File: src/sv/csse_pkg.sv
// Types, codes and helpers shared by the spline evaluator modules
`timescale 1ns / 1ps
package csse_pkg;

   localparam logic [1:0] KIND_WRITE   = 2'd0;
   localparam logic [1:0] KIND_EVAL    = 2'd1;
   localparam logic [1:0] KIND_RESTART = 2'd2;

   localparam logic [2:0] RD_ZERO     = 3'd0;
   localparam logic [2:0] RD_ONE      = 3'd1;
   localparam logic [2:0] RD_LAST     = 3'd2;
   localparam logic [2:0] RD_SEG_NEXT = 3'd3;
   localparam logic [2:0] RD_SEG      = 3'd4;

   localparam logic [1:0] STEP_CUBIC = 2'd0;
   localparam logic [1:0] STEP_QUAD  = 2'd1;
   localparam logic [1:0] STEP_LAST  = 2'd2;

   localparam logic REG_ROW_COUNT   = 1'b0;
   localparam logic REG_EXTRAP_ZERO = 1'b1;

   localparam int ROW_W = 160;

   localparam logic signed [64:0] SAT_MAX = 65'sd2147483647;
   localparam logic signed [64:0] SAT_MIN = -65'sd2147483648;

   typedef struct packed {
      logic signed [31:0] coef_cubic;
      logic signed [31:0] coef_quad;
      logic signed [31:0] coef_lin;
      logic signed [31:0] coef_const;
      logic signed [31:0] knot;
   } row_type;

   typedef struct packed {
      logic       accept_eval;
      logic       wr_en;
      logic       rd_en;
      logic [2:0] rd_sel;
      logic       restart;
      logic       cap_low;
      logic       check_range;
      logic       adv_step;
      logic       cap_diff;
      logic       mul;
      logic       add;
      logic [1:0] step;
      logic       out_load;
   } cmd_type;

   typedef struct packed {
      logic outside;
      logic go_adv;
      logic adv_more;
      logic out_free;
   } status_type;

   function automatic logic signed [31:0] sat32(input logic signed [64:0] v);
      logic signed [31:0] r;
      if (v > SAT_MAX) begin
         r = 32'sh7fffffff;
      end else if (v < SAT_MIN) begin
         r = 32'sh80000000;
      end else begin
         r = v[31:0];
      end
      return r;
   endfunction

endpackage

File: src/sv/csse_ctrl.sv
// Sequencer for table writes, restarts and spline evaluations
`timescale 1ns / 1ps
module csse_ctrl (
   input  logic                   clock,
   input  logic                   reset,
   input  logic                   req_valid,
   input  logic [1:0]             req_kind,
   output logic                   req_ready,
   output csse_pkg::cmd_type      cmd,
   input  csse_pkg::status_type   status
);
   import csse_pkg::*;

   localparam logic [3:0] S_IDLE    = 4'd0;
   localparam logic [3:0] S_RESTART = 4'd1;
   localparam logic [3:0] S_LOW     = 4'd2;
   localparam logic [3:0] S_HIGH    = 4'd3;
   localparam logic [3:0] S_ADV     = 4'd4;
   localparam logic [3:0] S_ADV_CHK = 4'd5;
   localparam logic [3:0] S_FETCH   = 4'd6;
   localparam logic [3:0] S_DIFF    = 4'd7;
   localparam logic [3:0] S_MUL     = 4'd8;
   localparam logic [3:0] S_ADD     = 4'd9;
   localparam logic [3:0] S_DONE    = 4'd10;

   logic [3:0] state_ff, state_in;
   logic [1:0] step_ff, step_in;

   assign req_ready = (state_ff == S_IDLE);

   always_comb begin
      state_in = state_ff;
      step_in  = step_ff;
      cmd      = '0;
      cmd.step = step_ff;
      unique case (state_ff)
         S_IDLE: begin
            if (req_valid) begin
               priority if (req_kind == KIND_WRITE) begin
                  cmd.wr_en = 1'b1;
               end else if (req_kind == KIND_RESTART) begin
                  cmd.rd_en  = 1'b1;
                  cmd.rd_sel = RD_ONE;
                  state_in   = S_RESTART;
               end else if (req_kind == KIND_EVAL) begin
                  cmd.accept_eval = 1'b1;
                  cmd.rd_en       = 1'b1;
                  cmd.rd_sel      = RD_ZERO;
                  state_in        = S_LOW;
               end else begin
                  state_in = S_IDLE;
               end
            end
         end
         S_RESTART: begin
            cmd.restart = 1'b1;
            state_in    = S_IDLE;
         end
         S_LOW: begin
            cmd.cap_low = 1'b1;
            cmd.rd_en   = 1'b1;
            cmd.rd_sel  = RD_LAST;
            state_in    = S_HIGH;
         end
         S_HIGH: begin
            cmd.check_range = 1'b1;
            priority if (status.outside) begin
               state_in = S_DONE;
            end else if (status.go_adv) begin
               state_in = S_ADV;
            end else begin
               state_in = S_FETCH;
            end
         end
         S_ADV: begin
            cmd.rd_en  = 1'b1;
            cmd.rd_sel = RD_SEG_NEXT;
            state_in   = S_ADV_CHK;
         end
         S_ADV_CHK: begin
            cmd.adv_step = 1'b1;
            state_in     = status.adv_more ? S_ADV : S_FETCH;
         end
         S_FETCH: begin
            cmd.rd_en  = 1'b1;
            cmd.rd_sel = RD_SEG;
            state_in   = S_DIFF;
         end
         S_DIFF: begin
            cmd.cap_diff = 1'b1;
            step_in      = STEP_CUBIC;
            state_in     = S_MUL;
         end
         S_MUL: begin
            cmd.mul  = 1'b1;
            state_in = S_ADD;
         end
         S_ADD: begin
            cmd.add = 1'b1;
            if (step_ff == STEP_LAST) begin
               state_in = S_DONE;
            end else begin
               step_in  = step_ff + 2'd1;
               state_in = S_MUL;
            end
         end
         S_DONE: begin
            if (status.out_free) begin
               cmd.out_load = 1'b1;
               state_in     = S_IDLE;
            end
         end
         default: begin
            state_in = S_IDLE;
         end
      endcase
   end

   always_ff @(posedge clock) begin
      if (reset) begin
         state_ff <= S_IDLE;
         step_ff  <= STEP_CUBIC;
      end else begin
         state_ff <= state_in;
         step_ff  <= step_in;
      end
   end

endmodule

File: config.mk
export PLATFORM = sky130hd
export DESIGN_NAME = csse_ctrl
export DESIGN_NICKNAME = d
export VERILOG_FILES = /design/src/sv/csse_pkg.sv /design/src/sv/csse_ctrl.sv
export SDC_FILE = /design/constraint.sdc
export NUM_CORES = 1
export LEC_CHECK = 0
export BUFFER_PORTS_ARGS = -buffer_cell sky130_fd_sc_hd__buf_2
export CORE_MARGIN = 2
export CORE_UTILIZATION = 30
export CTS_CLUSTER_SIZE = 14
export DETAILED_ROUTE_END_ITERATION = 10
export GPL_TIMING_DRIVEN = 1
export PLACE_DENSITY_LB_ADDON = 0.12
export SLEW_MARGIN = 5
export SYNTH_ARGS = -nofsm -noshare
export SYNTH_HDL_FRONTEND = slang
export SYNTH_SLANG_ARGS = --single-unit
File: constraint.sdc
create_clock -name clock -period 2.8 [get_ports clock]
set_input_delay 0.28 -clock clock [delete_from_list [all_inputs] [get_ports clock]]
set_output_delay 0.28 -clock clock [all_outputs]
set_load 0.1 [all_outputs]
==> run metrics, run 1 <==
nets=114; drc violations=0; Synth area leader=dfxtp_1; final hold slack=between 0.2 and 0.3 ns; vias in the first global route=525; DRT Pass-1 Iters=4; setup ws final=0.593 ns; CP max FO=18; FILL cells=217; vias per std cell=between 4 and 5; Ports=26; minimum clock period=between 2 and 2.5 ns; CP Data Required Time=2.52 ns; Worst slew margin=47.7%; worst slew pin tran=~0.8 ns; first-pass GRT wire length=between 2000 and 2500 um; CTS tree=yes; Die Height=a little under 50 um; # clock sinks=6; max cap viols=0; Synth Register Bits=6; Design Area, Final=767 um^2; status=completed; VDD IR max=0.276 mV; Placed Cells=123; Setup violations, final=0; Post-CTS Resized=0; initial antenna violation count=0; critical path endpoint category=output pin; hold buffers post-CTS=0; TritonCTS buffer count=3; RSZ-0062 raised after global routing=no; CTS clock-pin slew for the worst setup and hold paths=roughly 0.04 ns; count of final hold-check violations=0; Worst Setup Start Kind=register; Post-DRT Antenna Nets=0; starting density of the core=31.0%; fmax=approximately 0.45 GHz; Setup CP Type=reg -> out; Core Box Area=about 1900 um^2; Initial DRC Count=12; Post-CTS Setup Inserts=0; main area contributors after synthesis=dfxtp_1 20%, ha_1 8.4%, nor3_1 8.4%, nor2_1 6.3%, nand2b_1 4.2%; Total Die Area=2360 um^2; period utilization=between 70% and 80%; via count=625; grt ovf=0; Hold WC Path Type=in -> reg; Max Buffers Root-to-Sink=2; leakage power=0.375 nW; Mean Syn Cell Area=7.73 um^2; sequential element share of the synthesized area=roughly a fifth; placer congestion estimate=0.701; multi-input combinational cell area=443 um^2; largest net degree at the start of global routing=23; Layout area overhead=28.8%; Post-Route WL=1370 um; Final Max Tran Viols=0; skew final=0.00359 ns; PortBufs=25; ANT cells=0; htree depth=1; placed cell area=~740 um^2; DR WL/cell=10.9 um; post-synth net total=90; synthesized instance count=between 70 and 80; pwr/cell area=335 nW/um^2; CTS root buf=clkbuf_4; library cells used by synthesis=34; Worst-Skew Late Latency=0.24 ns; # rows=16; Yosys warnings=0; Final Instance Count excl. Fillers=126; FF/Latch Area=120 um^2; Post-Syn Area=596 um^2; ratio of cells with drive above 1 in the final layout=between 30% and 40%; CP arrival=1.93 ns; gr usage total=about an eighth; area share of the largest cell type after synthesis=20.2%; DP Wirelength=1040 um; die width=48.6 um; Setup WS pre-CTS=0.861 ns
[registers in the layout (all words and copies together) (netlist names)]
signal	cells
state_ff	4
step_ff	2
[final cells by class]
| cell class | instances | share of cell area, % |
|---|---|---|
| timing repair buffer | 25 | 16.3 |
| tap | 27 | 4.40 |
| multi-input combinational | 59 | 57.7 |
| clock buffer | 3 | 2.94 |
| inverter | 6 | 2.94 |
| sequential | 6 | 15.7 |
[critical path, stage by stage, from the launching register on]
cell and delay, ns:
dfxtp_1 0.76, or2_1 0.26, a21oi_1 0.05, nor3_1 0.15
buf_2 0.46
[through the flow]
step           TNS [ns]  utilization, %  power, mW
4_1_cts               0            39.9      0.262
6_report              0            39.9      0.257
5_1_grt               0            39.9      0.273
2_1_floorplan    -0.979               -      0.166
3_3_place_gp          0            38.7      0.182
3_5_place_dp          0            38.7      0.182
[worst paths after layout]
kind / start / cells past startpoint / end / slack [ns]
max: state_ff[1]$_SDFFE_PP0P_ / 4 / cmd[13] / 0.59
min: reset / 2 / state_ff[3]$_SDFFE_PP0P_ / 0.29
max reg2reg: state_ff[0]$_SDFFE_PP0P_ / 4 / state_ff[1]$_SDFFE_PP0P_ / 1.10
min reg2reg: step_ff[0]$_SDFFE_PP0P_ / 2 / step_ff[0]$_SDFFE_PP0P_ / 0.55
[cell usage in the layout, fill, tap and decap left out, types with 3 or more instances in the layout]
cell	Yosys	routed
nor3_1	10	7
a21oi_1	3	3
nor2_1	10	10
inv_1	6	6
ha_1	4	4
nor3_2	1	4
buf_2	1	25
clkbuf_4	0	3
nand2b_1	4	4
dfxtp_1	6	6
[kinds of logic after synthesis]
kind of cell	after synthesis	share of synthesized area [%]
buffers and inverters	12	10.9
DFF	6	20.2
muxes	2	3.36
AOI/OAI and AO/OA	14	17.9
and+or+nand+nor	38	37.8
adders and majority gates	4	8.40
xor gates and xnor gates	1	1.47
[synthesized netlist by cell type]
library cell  instances
ha_1                  4
xnor2_1               1
dfxtp_1               6
nor4b_2               1
and3b_1               1
and4_1                1
clkbuf_1              1
o21ai_0               1
nor2_1               10
o21ai_2               1
o31a_1                1
buf_2                 1
nand2_1               2
o21ai_1               1
nor4_2                1
nor4_1                1
nor3_1               10
a21oi_1               3
or2_1                 1
mux2i_1               2
a211oi_1              1
nor3_2                1
inv_1                 6
a31oi_1               2
buf_6                 1
nor3b_1               1
a211o_1               2
nand4bb_1             1
nand2b_1              4
and3_1                2
buf_4                 3
a2111oi_2             1
o221a_1               1
nand4_1               1
[power by group]
| group | leakage, nW | switching (mW) | internal (mW) |
|---|---|---|---|
| clock | 0.0138 | 0.0284 | 0.0483 |
| combinational | 0.312 | 0.0648 | 0.0216 |
| sequential | 0.0484 | 0.00678 | 0.0869 |
| total | 0.375 | 0.100 | 0.157 |
[layer usage]
layer	part of all wire, %	wire length, um	global-route usage (%)
met1	49	675	16.3
met5	0	0	0
met3	4.5	62	3.70
met2	46	625	20.6
met4	0.44	6	2.86
Power figures use the tool's default switching activity.
==> run 2, diff against run 1 <==
Clock period 2.8 ns to 1.9 ns, I/O delays scaled along.
==> run metrics, run 2 (synthesis results as in run 1) <==
# clock sinks=6 (unchanged); CP max FO=10 (-8); routed wl met3=65 um (+4.8%); starting density of the core=31.0% (unchanged); clock share of power=27.6% (-2.3 points); CTS clock-pin slew for the worst setup and hold paths=0.05 ns (about the same); status=completed; drc violations=0 (unchanged); register share of total power=31.5% (-5.0 points); worst slew pin tran=0.486 ns (-0.298 ns); grt ovf=0 (unchanged); Post-Route WL=1540 um (+13%); vias in the first global route=605 (+15%); total power=0.431 mW (+68%); skew final=0.00724 ns (+0.00365 ns); r2r setup slk=0.33 ns (-0.77 ns); most common cell after layout, fill and taps aside=buf_12; VDD IR max=0.394 mV (+43%); fmax=0.556 GHz; hold buffers post-CTS=0 (unchanged); Initial DRC Count=9 (-3); max cap viols=0 (unchanged); Comb power frac=40.9% (+7.2 points); Layout Utilization=56.6% (+17 points); Setup violations, final=0 (unchanged); Max Buffers Root-to-Sink=2 (unchanged); Worst slew margin=67.8% (+20 points); CTS tree=yes; R2R Path End=step_ff[0]$_SDFFE_PP0P_; switching share of power=38.4% (-0.51 points); minimum clock period=1.80 ns; Metal-1 WL=738 um (+9.3%); via count=643 (+2.9%); Setup CP Type=reg -> out; PortBufs=25 (unchanged); Top Registers=state_ff (4), step_ff (2); placer congestion estimate=0.727 (+3.7%); Post-DRT Antenna Nets=0 (unchanged); Setup WS pre-CTS=0.306 ns (-0.555 ns); Hold Crit Endpoint=step_ff[1]$_SDFFE_PP0P_; ANT cells=0 (unchanged); Switch Pwr=0.166 mW (+66%); Final Max Tran Viols=0 (unchanged); Biggest register=state_ff; Ports=26 (unchanged); critical path endpoint category=output pin; first-pass GRT wire length=2660 um (+12%); hold_sp=reset; Hold Path Depth=2 (unchanged); DRT Pass-1 Iters=2 (-2); Core Box Area=1920 um^2 (unchanged); worst reg2reg path depth=5 (+1); TritonCTS buffer count=3 (unchanged); Die Height=48.6 um (unchanged); largest net degree at the start of global routing=14 (-39%); WL met2=737 um (+18%); htree depth=1 (unchanged); CP Data Required Time=1.71 ns (-0.81 ns); CP startpoint=state_ff[3]$_SDFFE_PP0P_; gr usage total=14.2% (+1.6 points); pwr/cell area=396 nW/um^2 (+18%); DR WL/cell=11.7 um (+7.4%); die width=48.6 um (unchanged); top layer in use=met3; Worst Setup Start Kind=register; RSZ-0062 raised after global routing=no; CP arrival=1.61 ns (-0.32 ns); r2r startpoint=state_ff[3]$_SDFFE_PP0P_; most frequent cells in the layout=13 x buf_12, 10 x buf_2, 8 x nor2_1; count of final hold-check violations=0 (unchanged); Layout area overhead=82.8%; Hold WC Path Type=in -> reg; vias per std cell=4.87 (-1.8%); ratio of cells with drive above 1 in the final layout=51.4% (+12 points); initial antenna violation count=0 (unchanged); Worst-Skew Late Latency=0.25 ns (about the same); leakage power=0.449 nW (+20%); Internal Power=0.266 mW (+69%); CTS root buf=clkbuf_4; nets=120 (+5.3%); number of flip-flops under the largest register name=4 (unchanged); DP Wirelength=1260 um (+21%); period utilization=94.6%; # rows=16 (unchanged); setup ws final=0.102 ns (-0.491 ns); Total Die Area=2360 um^2 (unchanged)
run 2: cell types whose count changed in the layout (fill, tap and decap cells not counted), sizes merged:
cell,before,now
buf,25,29
clkbuf,3,5
run 2: power by group through the flow:
stage          registers (mW)  clock network [mW]  logic, mW
2_1_floorplan           0.132                   0      0.122
3_3_place_gp            0.138                   0      0.177
3_5_place_dp            0.138                   0      0.178
4_1_cts                 0.136               0.127      0.178
5_1_grt                 0.136               0.138      0.185
6_report                0.136               0.119      0.176
run 2: worst max-delay path: stages, from the launching register on:
cell	delay, ns
dfxtp_1	0.42
buf_4	0.22
nor4_4	0.31
and3_4	0.26
buf_12	0.17
run 2: cell type report:
type                    instances  area (um^2)
multi-input cells              59          515
flip-flops and latches          6          124
fillers                       195          833
inverters                       6         22.5
well taps                      27         33.8
clock buffers                   3         22.5
repair buffers                 31          370
run 2: routing by layer:
layer  vias to the layer above  track usage (%)
met5                         -                0
met4                         0             2.86
met3                         0             6.17
met2                        17             22.0
met1                       288             18.4
li1                        338                -
run 2: worst max path at each step:
| stage | endpoint | slack (ns) | depth (start not counted) |
|---|---|---|---|
| 3_5_place_dp | cmd[3] | 0.31 | 4 |
| 4_1_cts | cmd[3] | 0.03 | 4 |
| 3_3_place_gp | state_ff[1]$_SDFFE_PP0P_ | 0.31 | 4 |
| 6_report | cmd[14] | 0.10 | 4 |
| 5_1_grt | cmd[14] | 0.02 | 4 |
| 2_1_floorplan | cmd[14] | -0.51 | 3 |
run 2: metrics by stage:
| step | TNS (ns) | cells | cell area, um^2 | hold WS, ns |
|---|---|---|---|---|
| 2_1_floorplan | -1.96 | 77 | 703 | 0.255 |
| 3_3_place_gp | 0 | 129 | 1060 | 0.451 |
| 3_5_place_dp | 0 | 129 | 1060 | 0.455 |
| 4_1_cts | 0 | 132 | 1080 | 0.191 |
| 5_1_grt | 0 | 132 | 1090 | 0.204 |
| 6_report | 0 | 132 | 1090 | 0.202 |
run 2: what timing repair did:
| action | 4_1_cts | 5_1_grt |
|---|---|---|
| buffers inserted | 0 | 0 |
| resized for setup | 0 | 3 |
| setup endpoints to repair | 0 | 4 |
==> run 3, diff against run 2 <==
Settings changed: CAP_MARGIN set to 20, REMOVE_ABC_BUFFERS set to 1.
==> run metrics, run 3 (synthesis results as in run 1) <==
hold buffers post-CTS=0 (unchanged); CP max FO=11 (+1); DRT Pass-1 Iters=4 (+2); Hold Crit Endpoint=state_ff[3]$_SDFFE_PP0P_; Setup violations, final=0 (unchanged); Ports=26 (unchanged); worst reg2reg path depth=5 (unchanged); Total Die Area=2360 um^2 (unchanged); Fin Setup TNS=0 ns (unchanged); # clock sinks=6 (unchanged); RSZ-0062 raised after global routing=no; Initial DRC Count=13 (+4); max cap viols=0 (unchanged); period utilization=92.9% (-1.8 points); via count=638 (-0.78%); # rows=16 (unchanged); Layout Utilization=48.6% (-8.1 points); critical path endpoint category=output pin; Max Buffers Root-to-Sink=2 (unchanged); drc violations=0 (unchanged); first-pass GRT wire length=2380 um (-11%); Worst slew margin=67.7% (-0.14 points); PortBufs=25 (unchanged); Setup CP Type=reg -> out; CTS tree=yes; DR WL/cell=11.1 um (-4.8%); Worst Setup Start Kind=register; final hold slack=0.203 ns (+0.00131 ns); Core Box Area=1920 um^2 (unchanged); Post-CTS Setup Inserts=0 (unchanged); CTS root buf=clkbuf_4; worst slew pin tran=0.488 ns (+0.00207 ns); most frequent cells in the layout=13 x buf_2, 12 x buf_12, 10 x nor3_1, 10 x nor2_1, 6 x inv_1; CTS clock-pin slew for the worst setup and hold paths=0.04 ns (about the same); TritonCTS buffer count=3 (unchanged); Hold WC Path Type=in -> reg; Layout area overhead=56.7%; Post-DRT Antenna Nets=0 (unchanged); vias in the first global route=567 (-6.3%); vias per std cell=4.98 (+2.3%); CP Data Required Time=1.71 ns (about the same); r2r startpoint=state_ff[1]$_SDFFE_PP0P_; Post-Route WL=1420 um (-7.7%); FILL cells=196 (+0.51%); VDD IR max=0.268 mV (-32%); die width=48.6 um (unchanged); ratio of cells with drive above 1 in the final layout=37.6% (-14 points); leakage power=0.406 nW (-9.5%); Hold Path Depth=2 (unchanged); most common cell after layout, fill and taps aside=buf_2; placer congestion estimate=0.733 (+0.88%); status=completed; r2r setup slk=0.50 ns (+0.17 ns); Biggest register=state_ff; hold_sp=reset; initial antenna violation count=0 (unchanged); gr usage total=12.4% (-1.8 points); Worst-Skew Late Latency=0.24 ns (about the same); pwr/cell area=426 nW/um^2 (+7.5%); Die Height=48.6 um (unchanged); grt ovf=0 (unchanged); starting density of the core=31.0% (unchanged); setup ws final=0.136 ns (+0.0334 ns); R2R Path End=step_ff[0]$_SDFFE_PP0P_; skew final=0.000445 ns (-0.00679 ns); minimum clock period=1.76 ns (-0.0334 ns); Setup WS pre-CTS=0.275 ns (-0.0316 ns); largest net degree at the start of global routing=23 (+9); fmax=0.567 GHz (+1.9%); count of final hold-check violations=0 (unchanged); Top Registers=state_ff (4), step_ff (2); nets=116 (-3.3%); number of flip-flops under the largest register name=4 (unchanged); CP arrival=1.57 ns (-0.04 ns); total power=0.398 mW (-7.8%); Final Max Tran Viols=0 (unchanged); htree depth=1 (unchanged); ANT cells=0 (unchanged); DP Wirelength=1090 um (-13%)
## run 3: cell count changes in the layout (fill, tap and decap cells not counted), moves of 3 or more
cell | before | now
buf_4 | 6 | 2
buf_2 | 10 | 13
nor3_1 | 3 | 10
nor3_4 | 5 | 0
## run 3: cell type report
type | count | area [um^2] | share of cell area [%]
Multi-Input combinational cell | 59 | 410 | 44.0
Inverter | 6 | 22.5 | 2.41
Clock buffer | 3 | 22.5 | 2.41
Timing Repair Buffer | 27 | 320 | 34.3
Tap cell | 27 | 33.8 | 3.62
Sequential cell | 6 | 124 | 13.3
## run 3: routing by layer
| metal | GRT usage [%] | part of all wire, % | routed length [um] |
|---|---|---|---|
| met5 | 0 | 0 | 0 |
| met4 | 5.71 | 1.2 | 17 |
| met3 | 1.85 | 6.4 | 91 |
| met2 | 20.4 | 47 | 671 |
| met1 | 15.9 | 45 | 642 |
## run 3: power by group
part           internal [mW]  switching, mW  total (mW)
Clock                 0.0710         0.0402       0.111
Sequential             0.128        0.00632       0.135
Combinational         0.0497          0.102       0.152
Total                  0.249          0.149       0.398
## run 3: worst max-delay path: stages, from the launching register on
cell and delay [ns]:
dfxtp_1 0.55, or2_1 0.22, a21oi_1 0.06, nor3_1 0.28
buf_12 0.22
## run 3: how the worst max path moves through the flow
stage | from | endpoint | slack, ns | cells past startpoint
6_report | state_ff[1]$_SDFFE_PP0P_ | cmd[13] | 0.14 | 4
5_1_grt | state_ff[1]$_SDFFE_PP0P_ | cmd[13] | 0.005 | 4
4_1_cts | state_ff[3]$_SDFFE_PP0P_ | cmd[4] | 0.05 | 3
3_5_place_dp | state_ff[2]$_SDFFE_PP0P_ | cmd[13] | 0.27 | 4
3_3_place_gp | state_ff[2]$_SDFFE_PP0P_ | cmd[13] | 0.33 | 4
2_1_floorplan | state_ff[2]$_SDFFE_PP0P_ | cmd[10] | -1.76 | 2
## run 3: stage by stage
stage / instances / instance area, um^2
floorplan: 71 / 553
global placement: 125 / 907
CTS: 128 / 931
finish: 128 / 933
detailed placement: 125 / 907
global route: 128 / 933
## run 3: what timing repair did
item,4_1_cts,5_1_grt
setup endpoints to repair,1,7
endpoints found under the hold margin,0,0
gates cloned,0,0
resized for setup,1,2
